`config.mk`:
```
export PLATFORM = sky130hd
export DESIGN_NAME = dual_stack_shared_store_unit
export DESIGN_NICKNAME = d
export VERILOG_FILES = /design/src/hw/rtl/dss_pkg.sv /design/src/hw/rtl/dss_dpath.sv /design/src/hw/rtl/dss_ctrl.sv /design/src/hw/rtl/dual_stack_shared_store_unit.sv
export SDC_FILE = /design/constraint.sdc
export NUM_CORES = 1
export LEC_CHECK = 0
export BUFFER_PORTS_ARGS = -buffer_cell sky130_fd_sc_hd__buf_2
export CAP_MARGIN = 20
export CORE_UTILIZATION = 60
export CTS_CLUSTER_DIAMETER = 120
export CTS_CLUSTER_SIZE = 12
export DETAILED_ROUTE_END_ITERATION = 8
export PLACE_DENSITY_LB_ADDON = 0.25
export SLEW_MARGIN = 30
export SYNTH_ARGS = -nofsm -noshare
export SYNTH_HDL_FRONTEND = slang
export SYNTH_HIERARCHICAL = 1
export SYNTH_SLANG_ARGS = --single-unit
export TNS_END_PERCENT = 20
```
`constraint.sdc`:
```
create_clock -name clk -period 9.61 [get_ports clk]
set_clock_uncertainty 0.15 [all_clocks]
set_input_delay 0.4805 -clock clk [delete_from_list [all_inputs] [get_ports clk]]
set_output_delay 0.4805 -clock clk [all_outputs]
set_load 0.05 [all_outputs]
```
`src/hw/rtl/dss_pkg.sv`:
```
// Shared types and constants for the dual stack shared store unit.
package dss_pkg;

	localparam int DEPTH  = 16;
	localparam int ADDR_W = $clog2(DEPTH);
	localparam int CNT_W  = $clog2(DEPTH + 1);
	localparam int WORD_W = 32;
	localparam int IN_W   = 40;   // op (3) + push_value (32), padded to bytes
	localparam int OUT_W  = 40;   // value (32) + status (2), padded to bytes

	typedef enum logic [2:0] {
		OP_PUSH1 = 3'd0,
		OP_PUSH2 = 3'd1,
		OP_POP1  = 3'd2,
		OP_POP2  = 3'd3,
		OP_DUMP1 = 3'd4,
		OP_DUMP2 = 3'd5
	} op_t;

	typedef enum logic [1:0] {
		ST_OK        = 2'd0,
		ST_OVERFLOW  = 2'd1,
		ST_UNDERFLOW = 2'd2,
		ST_EMPTY     = 2'd3
	} status_t;

	// Controller to datapath.
	typedef struct packed {
		logic take;      // accept the request and run its first step
		logic load_rd;   // move read data into the result register
		logic advance;   // step the dump index and issue the next read
	} dss_cmd_t;

	// Datapath to controller.
	typedef struct packed {
		logic in_read;   // offered request needs a store read
		logic in_none;   // offered request gives no result
		logic more;      // dump has further words after the current result
	} dss_stat_t;

endpackage

```
`src/hw/rtl/dss_dpath.sv`:
```
// Datapath: stack counts, shared store, read addressing and result register.
module dss_dpath (
	input  logic                        clk,
	input  logic                        arst_n,
	input  dss_pkg::dss_cmd_t           cmd,
	output dss_pkg::dss_stat_t          stat,
	input  logic [dss_pkg::IN_W-1:0]    in_data,
	output logic [dss_pkg::OUT_W-1:0]   out_data,
	output logic                        out_last
);
	import dss_pkg::*;

	localparam logic [ADDR_W-1:0] TOP_ADDR  = ADDR_W'(DEPTH - 1);
	localparam logic [CNT_W-1:0]  DEPTH_CNT = CNT_W'(DEPTH);

	logic [WORD_W-1:0] mem_q [DEPTH];
	logic [WORD_W-1:0] rd_data_q;
	logic [ADDR_W-1:0] rd_addr;

	logic [CNT_W-1:0]  lower_q, upper_q;
	logic [ADDR_W-1:0] idx_q;
	op_t               op_q;

	logic [WORD_W-1:0] value_q;
	status_t           status_q;
	logic              last_q;

	op_t               in_op;
	logic [WORD_W-1:0] in_word;
	logic [CNT_W-1:0]  used;
	logic              room;
	logic [CNT_W-1:0]  dump_cnt;
	logic [CNT_W-1:0]  idx_next_cnt;

	assign in_op   = op_t'(in_data[2:0]);
	assign in_word = in_data[WORD_W+2:3];
	assign used    = lower_q + upper_q;
	assign room    = used < DEPTH_CNT;

	assign dump_cnt     = (op_q == OP_DUMP1) ? lower_q : upper_q;
	assign idx_next_cnt = CNT_W'(idx_q) + CNT_W'(1);

	// Decode the offered request for the controller.
	always_comb begin
		stat.in_read = 1'b0;
		stat.in_none = 1'b0;
		case (in_op)
			OP_POP1, OP_DUMP1: stat.in_read = (lower_q != '0);
			OP_POP2, OP_DUMP2: stat.in_read = (upper_q != '0);
			OP_PUSH1, OP_PUSH2: stat.in_read = 1'b0;
			default: stat.in_none = 1'b1;
		endcase
		stat.more = ((op_q == OP_DUMP1) || (op_q == OP_DUMP2)) && !last_q;
	end

	// Read address: first read of a request, or the next word of a dump.
	always_comb begin
		rd_addr = '0;
		if (cmd.advance) begin
			if (op_q == OP_DUMP1) begin
				rd_addr = idx_q + ADDR_W'(1);
			end else begin
				rd_addr = TOP_ADDR - idx_q - ADDR_W'(1);
			end
		end else begin
			case (in_op)
				OP_POP1:  rd_addr = ADDR_W'(lower_q - CNT_W'(1));
				OP_POP2:  rd_addr = ADDR_W'(DEPTH_CNT - upper_q);
				OP_DUMP1: rd_addr = '0;
				OP_DUMP2: rd_addr = TOP_ADDR;
				default:  rd_addr = '0;
			endcase
		end
	end

	// Shared store: one write port, registered read.
	always_ff @(posedge clk) begin
		if (cmd.take && room) begin
			if (in_op == OP_PUSH1) begin
				mem_q[ADDR_W'(lower_q)] <= in_word;
			end else if (in_op == OP_PUSH2) begin
				mem_q[TOP_ADDR - ADDR_W'(upper_q)] <= in_word;
			end
		end
		rd_data_q <= mem_q[rd_addr];
	end

	// Counts and request tracking.
	always_ff @(posedge clk or negedge arst_n) begin
		if (!arst_n) begin
			lower_q <= '0;
			upper_q <= '0;
			op_q    <= OP_PUSH1;
		end else if (cmd.take) begin
			op_q <= in_op;
			case (in_op)
				OP_PUSH1: if (room) lower_q <= lower_q + CNT_W'(1);
				OP_PUSH2: if (room) upper_q <= upper_q + CNT_W'(1);
				OP_POP1:  if (lower_q != '0) lower_q <= lower_q - CNT_W'(1);
				OP_POP2:  if (upper_q != '0) upper_q <= upper_q - CNT_W'(1);
				default: ;
			endcase
		end
	end

	// Dump index and result register.
	always_ff @(posedge clk) begin
		if (cmd.take) begin
			idx_q   <= '0;
			value_q <= '0;
			last_q  <= 1'b1;
			case (in_op)
				OP_PUSH1, OP_PUSH2: status_q <= room ? ST_OK : ST_OVERFLOW;
				OP_POP1, OP_POP2:   status_q <= ST_UNDERFLOW;
				default:            status_q <= ST_EMPTY;
			endcase
		end else if (cmd.load_rd) begin
			value_q  <= rd_data_q;
			status_q <= ST_OK;
			last_q   <= ((op_q == OP_POP1) || (op_q == OP_POP2)) ||
			            (idx_next_cnt == dump_cnt);
		end else if (cmd.advance) begin
			idx_q <= idx_q + ADDR_W'(1);
		end
	end

	assign out_data = {{(OUT_W - WORD_W - 2){1'b0}}, status_q, value_q};
	assign out_last = last_q;

endmodule

```
`src/hw/rtl/dss_ctrl.sv`:
```
// Controller: sequences accept, store read and result handoff.
module dss_ctrl (
	input  logic                clk,
	input  logic                arst_n,
	input  logic                in_valid,
	output logic                in_ready,
	output logic                out_valid,
	input  logic                out_ready,
	input  dss_pkg::dss_stat_t  stat,
	output dss_pkg::dss_cmd_t   cmd
);
	import dss_pkg::*;

	typedef enum logic [1:0] {
		S_IDLE,
		S_READ,
		S_OUT
	} state_t;

	state_t state_q;

	assign in_ready  = (state_q == S_IDLE);
	assign out_valid = (state_q == S_OUT);

	always_comb begin
		cmd.take    = (state_q == S_IDLE) && in_valid;
		cmd.load_rd = (state_q == S_READ);
		cmd.advance = (state_q == S_OUT) && out_ready && stat.more;
	end

	always_ff @(posedge clk or negedge arst_n) begin
		if (!arst_n) begin
			state_q <= S_IDLE;
		end else begin
			case (state_q)
				S_IDLE: begin
					if (in_valid && !stat.in_none) begin
						state_q <= stat.in_read ? S_READ : S_OUT;
					end
				end
				S_READ: state_q <= S_OUT;
				S_OUT: begin
					if (out_ready) begin
						state_q <= stat.more ? S_READ : S_IDLE;
					end
				end
				default: state_q <= S_IDLE;
			endcase
		end
	end

endmodule

```
`src/hw/rtl/dual_stack_shared_store_unit.sv`:
```
// Top level: two stacks sharing one store, with stream request and result ports.
//
//   channel   direction  handshake          payload
//   s_*       request    s_tvalid/s_tready  s_tdata: op, push_value
//   m_*       result     m_tvalid/m_tready  m_tdata: value, status; m_tlast: last
//
// A push shows its result in the cycle after it is accepted.
// A pop of a non-empty stack goes through the registered store read before its result.
// A dump gives its words one at a time (store read, then result handoff) while
// m_tready stays high; the store has a single read port.
// Reset (arst_n low) empties both stacks; store contents stay undefined.
// A stalled result holds in the result register; no new request is taken
// until every result of the current request has been taken.
module dual_stack_shared_store_unit (
	input  logic                       clk,
	input  logic                       arst_n,
	input  logic                       s_tvalid,
	output logic                       s_tready,
	input  logic [dss_pkg::IN_W-1:0]   s_tdata,   // [2:0] op, [34:3] push_value
	output logic                       m_tvalid,
	input  logic                       m_tready,
	output logic [dss_pkg::OUT_W-1:0]  m_tdata,   // [31:0] value, [33:32] status
	output logic                       m_tlast
);
	import dss_pkg::*;

	dss_cmd_t  cmd;
	dss_stat_t stat;

	// Sequence each request: accept, optional read, then hand off results.
	dss_ctrl u_ctrl (
		.clk       (clk),
		.arst_n    (arst_n),
		.in_valid  (s_tvalid),
		.in_ready  (s_tready),
		.out_valid (m_tvalid),
		.out_ready (m_tready),
		.stat      (stat),
		.cmd       (cmd)
	);

	// Hold the counts, the store and the result register.
	dss_dpath u_dpath (
		.clk      (clk),
		.arst_n   (arst_n),
		.cmd      (cmd),
		.stat     (stat),
		.in_data  (s_tdata),
		.out_data (m_tdata),
		.out_last (m_tlast)
	);

endmodule

```
After elaboration in Yosys (flattened, before gate mapping)
Memories as Yosys holds them, arrays and structs flattened. A register that Yosys moved wholly into a read port is not among the register bits.
Index checks and enable logic that the tools add are counted.
{"block": "word_totals", "mem_bits_ro": 0, "output_inout_bits": 43, "latchBits": 0, "elab_cells": 97, "in_bits": 44, "mem_count": 1, "reg_bits": 54, "ram_bits": 512}
{"name": "u_dpath.mem_q", "words": 16, "word_bits": 32, "rd": 1, "rd_ports_with_merged_regs": 1, "wr": 1, "line": "dss_dpath.sv:16", "rtl": "logic [WORD_W-1:0] mem_q [DEPTH];"}
{"block": "op_classes", "bitwise": 1, "n_div": 0, "n_addsub": 11, "mul": 0, "n_reduce_logical": 27, "mux": 30, "n_lt_le_gt_ge": 1, "shifts": 0, "eq_ne": 18}
{"operator": "$mux 32", "n": 1}
{"operator": "$reduce_or 32->1", "n": 1}
{"operator": "$mux 5", "n": 5}
{"operator": "$pmux 5 s2", "n": 2}
{"operator": "$eq 3x2->1 const B", "n": 4}
{"operator": "$eq 3x3->1 const B", "n": 4}
{"operator": "$mux 4", "n": 3}
{"operator": "$ne 2x1->1 const B", "n": 6}
{"operator": "$pmux 4 s3", "n": 1}
{"operator": "$add 5x1->5 const B", "n": 2}
{"operator": "$mux 1", "n": 10}
{"operator": "$mux 2", "n": 5}
{"operator": "$reduce_bool 5->1", "n": 2}
{"operator": "$sub 5x1->5 const B", "n": 2}
{"operator": "$reduce_and 4->1", "n": 2}
{"operator": "$reduce_or 2->1", "n": 4}
{"operator": "$sub 4x4->4 const A", "n": 2}
{"operator": "$logic_and 1x1->1", "n": 6}
{"operator": "$pmux 2 s3", "n": 1}
{"operator": "$reduce_bool 2->1", "n": 3}
{"operator": "$reduce_or 6->1", "n": 1}
{"operator": "$add 4x1->5 const B", "n": 1}
{"operator": "$add 5x5->5", "n": 1}
{"operator": "$eq 5x5->1", "n": 1}
{"operator": "15 further kinds", "n": 18}

Longest topological paths before layout
{"block": "logic_depth", "depth_word": 7, "ltp_mapped": 11, "ltp_nobuf": 9}

Modules after synthesis
The synthesis kept the hierarchy.
{"mod": "dss_dpath", "n_inst": 1, "cells_per_inst": 1938, "area_per_inst_um2": 25667.1, "seq_area_each_um2": 17141.4}
{"mod": "dss_ctrl", "n_inst": 1, "cells_per_inst": 13, "area_per_inst_um2": 122.6, "seq_area_each_um2": 50.0}

Least setup slack after synthesis
OpenSTA, ideal clock, no wires.
{"block": "synth_path", "path_type": "reg2reg", "start": "register u_ctrl.state_q[1]", "end": "memory u_dpath.mem_q[10][0], enable pin", "path_stages_with_launch": 8, "t_required_ns": 9.027, "setup_ns": 0.433, "path_slack_ns": 4.971, "period_less_slack_ns": 4.639, "arrival_ns": 4.056, "path_buffers": 1, "path_cell_list": "dfrtp_1 > nor2_1 > and2_2 > clkbuf_1 > nor3b_1 > nor3b_1 > nand3_1 > o22ai_1"}
{"item": "start: declaration", "line": "dss_ctrl.sv:20", "rtl": "state_t state_q;"}
{"item": "start signal: assignment", "line": "dss_ctrl.sv:38", "rtl": "state_q <= stat.in_read ? S_READ : S_OUT;"}
{"item": "start signal: assignment", "line": "dss_ctrl.sv:44", "rtl": "state_q <= stat.more ? S_READ : S_IDLE;"}
{"item": "end: declaration", "line": "dss_dpath.sv:16"}

==> metrics.md <==
| Metric | Value |
|---|---|
| Area grow syn2layout | 9.970% |
| Initial DRC count | 1710 |
| Final Max Tran Viols | 0 |
| Final wirelength | 61060 um |
| Total grt overflow | 0 |
| Final setup TNS | 0 ps |
| Crit Path Category | reg2reg |
| Clk_lat worst skew | 620 ps |
| Clock Path Buffers | 3 |
| Slowest-stage cell, CP | buf_4 |
| Via count | 16.93k |
| Layout cells sized above 1 | 11.06% |
| # clock sinks | 598 |
| Cts bufs inserted | 55 |
| Post-Syn Area per Cell | 13.22 um2 |
| Synthesized area | 0.02579 mm2 |
| Ordered list of cells on the worst path | nor3b_1 > and3_4 > buf_4 > a311oi_4 > buf_4 > nor2_4 > buf_16 > buf_4 > mux2i_1 > a221oi_1 > or3_1 |
| Power share of the clock group | 29.5% |
| Endpoint type of the worst setup path | flop |
| Initial Utilization | 61.21% |
| Post-CTS Setup Inserts | 0 |
| Worst-path clk slew | 60 ps |
| Flops & latches, synth | 598 |
| First drt pass iteration count | 6 |
| Power Dens Cells | 239.1 mW/mm2 |
| Final hold viol count | 0 |
| Top cell by count, worst path | buf_4 |
| Total track usage | 28.10% |
| IO Pins | 87 |
| Post-synth top area share | 59.85% |
| Min-delay worst type | in2reg |
| Main synth FF type | edfxtp_1 |
| Fmax | 0.1917 GHz |
| Measured slew at the worst slew-check pin | 985.8 ps |
| Worst Hold End | u_ctrl/state_q[0] |
| DP HPWL | 30920 um |
| Commonest non-fill, non-tap cell in the layout | edfxtp_1 |
| Synth Warn # | 6 |
| Hold_buf cts | 2 |
| Die area | 0.04382 mm2 |
| P_sw | 0.002190 W |
| Number of synthesized flops with an enable pin | 514 |
| Reg-to-reg slack, setup | 4390 ps |
| Netlist cell types | 67 |
| Reg-to-reg startpoint | u_dpath/op_q[1] |
| Design Power | 0.006781 W |
| Outcome | completed |
| Pleak | 9.427 nW |
| Tmin final | 5215 ps |
| DRC violations left | 0 |
| Root Driver | clkbuf_16 |
| Core footprint | 0.04213 mm2 |
| Die X | 209.3 um |
| Final setup violation count | 0 |
| RR Endpoint | u_dpath/rd_data_q[13] |
| PortBufs | 75 |
| Vias/cell | 6.697 |
| CP startpoint kind | flop |
| Arrival time of the worst setup path | 5540 ps |
| Final net count | 1998 |
| Largest cells by area after synthesis | edfxtp_1 60%, a211oi_1 5.6%, dfxtp_1 5.4% |
| Register area share after synthesis | 66.66% |
| Gp weighted congestion | 0.8017 |
| Fillers | 2921 |
| Die height | 209.3 um |
| Rows | 75 |
| Critical path peak fanout | 72 |
| Post-synthesis async set-or-reset flop share | 2.508% |
| Max-Cap Viols | 0 |
| RSZ-0062 raised after global routing | false |
| Slowest Stage Delay on Critical Path | 730 ps |
| Crit share post-route | 54.27% |
| Comb pwr share | 24.7% |
| VDD IR max | 0.2131 mV |
| First-pass GRT wire length | 94750 um |
| H-tree depth | 2 |
| Seq pwr share | 45.8% |
| Post-route ant nets | 0 |
| Int Pwr | 0.004590 W |
| Synthesized instance count | 1951 |
| Hold path cells | 3 |
| CTS tree | built |
| Reg2Reg Depth | 11 |
| Pin count of the biggest net entering global routing | 104 |
| Slew HR | 34.28% |
| Switching Share | 32.30% |
| Number of global-route vias before repair | 16.98k |
| Largest area contributor in the netlist | edfxtp_1 |
| Commonest cells after routing, fill and taps aside | 514 x edfxtp_1, 192 x a211oi_1, 136 x inv_1 |
| WL per Instance | 24.15 um |
| WP data required | 9930 ps |
| CTS resizes | 0 |
| Initial antenna violation count | 0 |
| Hold path start | s_tvalid |
| ANT cells | 0 |
## Yosys cell counts, types with 18 or more instances
library cell	count
inv_1	136
a221oi_1	65
o311ai_0	32
o221ai_1	34
buf_1	18
a21oi_1	73
nand2_1	82
or3_1	33
nor2b_1	38
nand3_1	104
clkbuf_1	122
buf_2	36
o22ai_1	48
o32ai_1	64
nor2_1	44
mux2i_1	104
a211oi_1	192
dfxtp_1	69
edfxtp_1	514
## power groups by stage
stage	clock network [W]	logic, W	registers [W]
2_1_floorplan	0	0.00107	0.00323
3_3_place_gp	0	0.00159	0.00315
3_5_place_dp	0	0.00163	0.00316
4_1_cts	0.00203	0.00164	0.00310
5_1_grt	0.00213	0.00179	0.00312
6_report	0.00200	0.00167	0.00311
## critical path, delay by kind of cell (launching register included)
family                 cells  cell delay, ps
AO/OA/AOI/OAI              2             190
buffers and inverters      4            2020
flip-flops                 1             410
multiplexers               1             320
AND/OR/NAND/NOR            4            1870
## area by class of cell
class / count / area, um2 / area share, %
tap: 539 / 674.4 / 2.378
inverter: 137 / 514.2 / 1.813
clock buffer: 101 / 1580 / 5.572
timing repair buffer: 121 / 777.0 / 2.740
clock inverter: 2 / 25.02 / 0.08823
multi-input combinational: 1030 / 7599 / 26.79
sequential: 598 / 17190 / 60.62
## kinds of logic after synthesis
group | after synthesis | share of synthesized area, %
AND/OR/NAND/NOR | 345 | 6.817
other | 1 | 0.01454
XOR/XNOR | 25 | 0.9024
adder cells (fa/ha/maj) | 11 | 0.5628
AO/OA/AOI/OAI | 534 | 15.59
flip-flops | 598 | 66.66
multiplexers | 109 | 4.264
buffers and inverters | 328 | 5.186
## metal layers
metal	up-vias	track usage, %	routed length [um]
li1	7592	-	-
met1	8372	37.12	24600
met2	816	46.25	29480
met3	150	4.654	5112
met4	0	12.27	1874
met5	-	0	0
## state kept, by name, indices dropped and copies added (netlist names)
register and flops:
u_dpath/mem_q 512, u_dpath/lower_q 5, u_dpath/upper_q 5, u_ctrl/state_q 2
u_dpath/out_last 1, u_dpath/status_q 2, u_dpath/idx_q 4, u_dpath/rd_data_q 32
u_dpath/op_q 3, u_dpath/value_q 32
## worst max path at each step
stage	start	endpoint	cells after the start
after floorplan	u_ctrl/state_q[1]	u_dpath/mem_q[10][0]	7
after global placement	u_dpath/op_q[1]	u_dpath/rd_data_q[11]	10
after detailed placement	u_dpath/op_q[1]	u_dpath/rd_data_q[13]	10
after CTS	u_dpath/op_q[1]	u_dpath/rd_data_q[13]	10
after global routing	u_dpath/op_q[1]	u_dpath/rd_data_q[13]	11
final	u_dpath/op_q[1]	u_dpath/rd_data_q[13]	11
## through the flow
step                area (um2)  std cells  util (%)  hold slack (ps)  setup slack, ps
floorplan                25810       1956         -            34.91             4971
global placement         26660       2420     63.26            265.6             4380
detailed placement       26670       2421     63.29            260.3             4297
CTS                      28290       2526     67.15            4.421             4195
global route             28360       2528     67.31            26.33             4110
finish                   28360       2528     67.31            17.05             4395
Note: power is estimated with default switching activity, not from simulation.
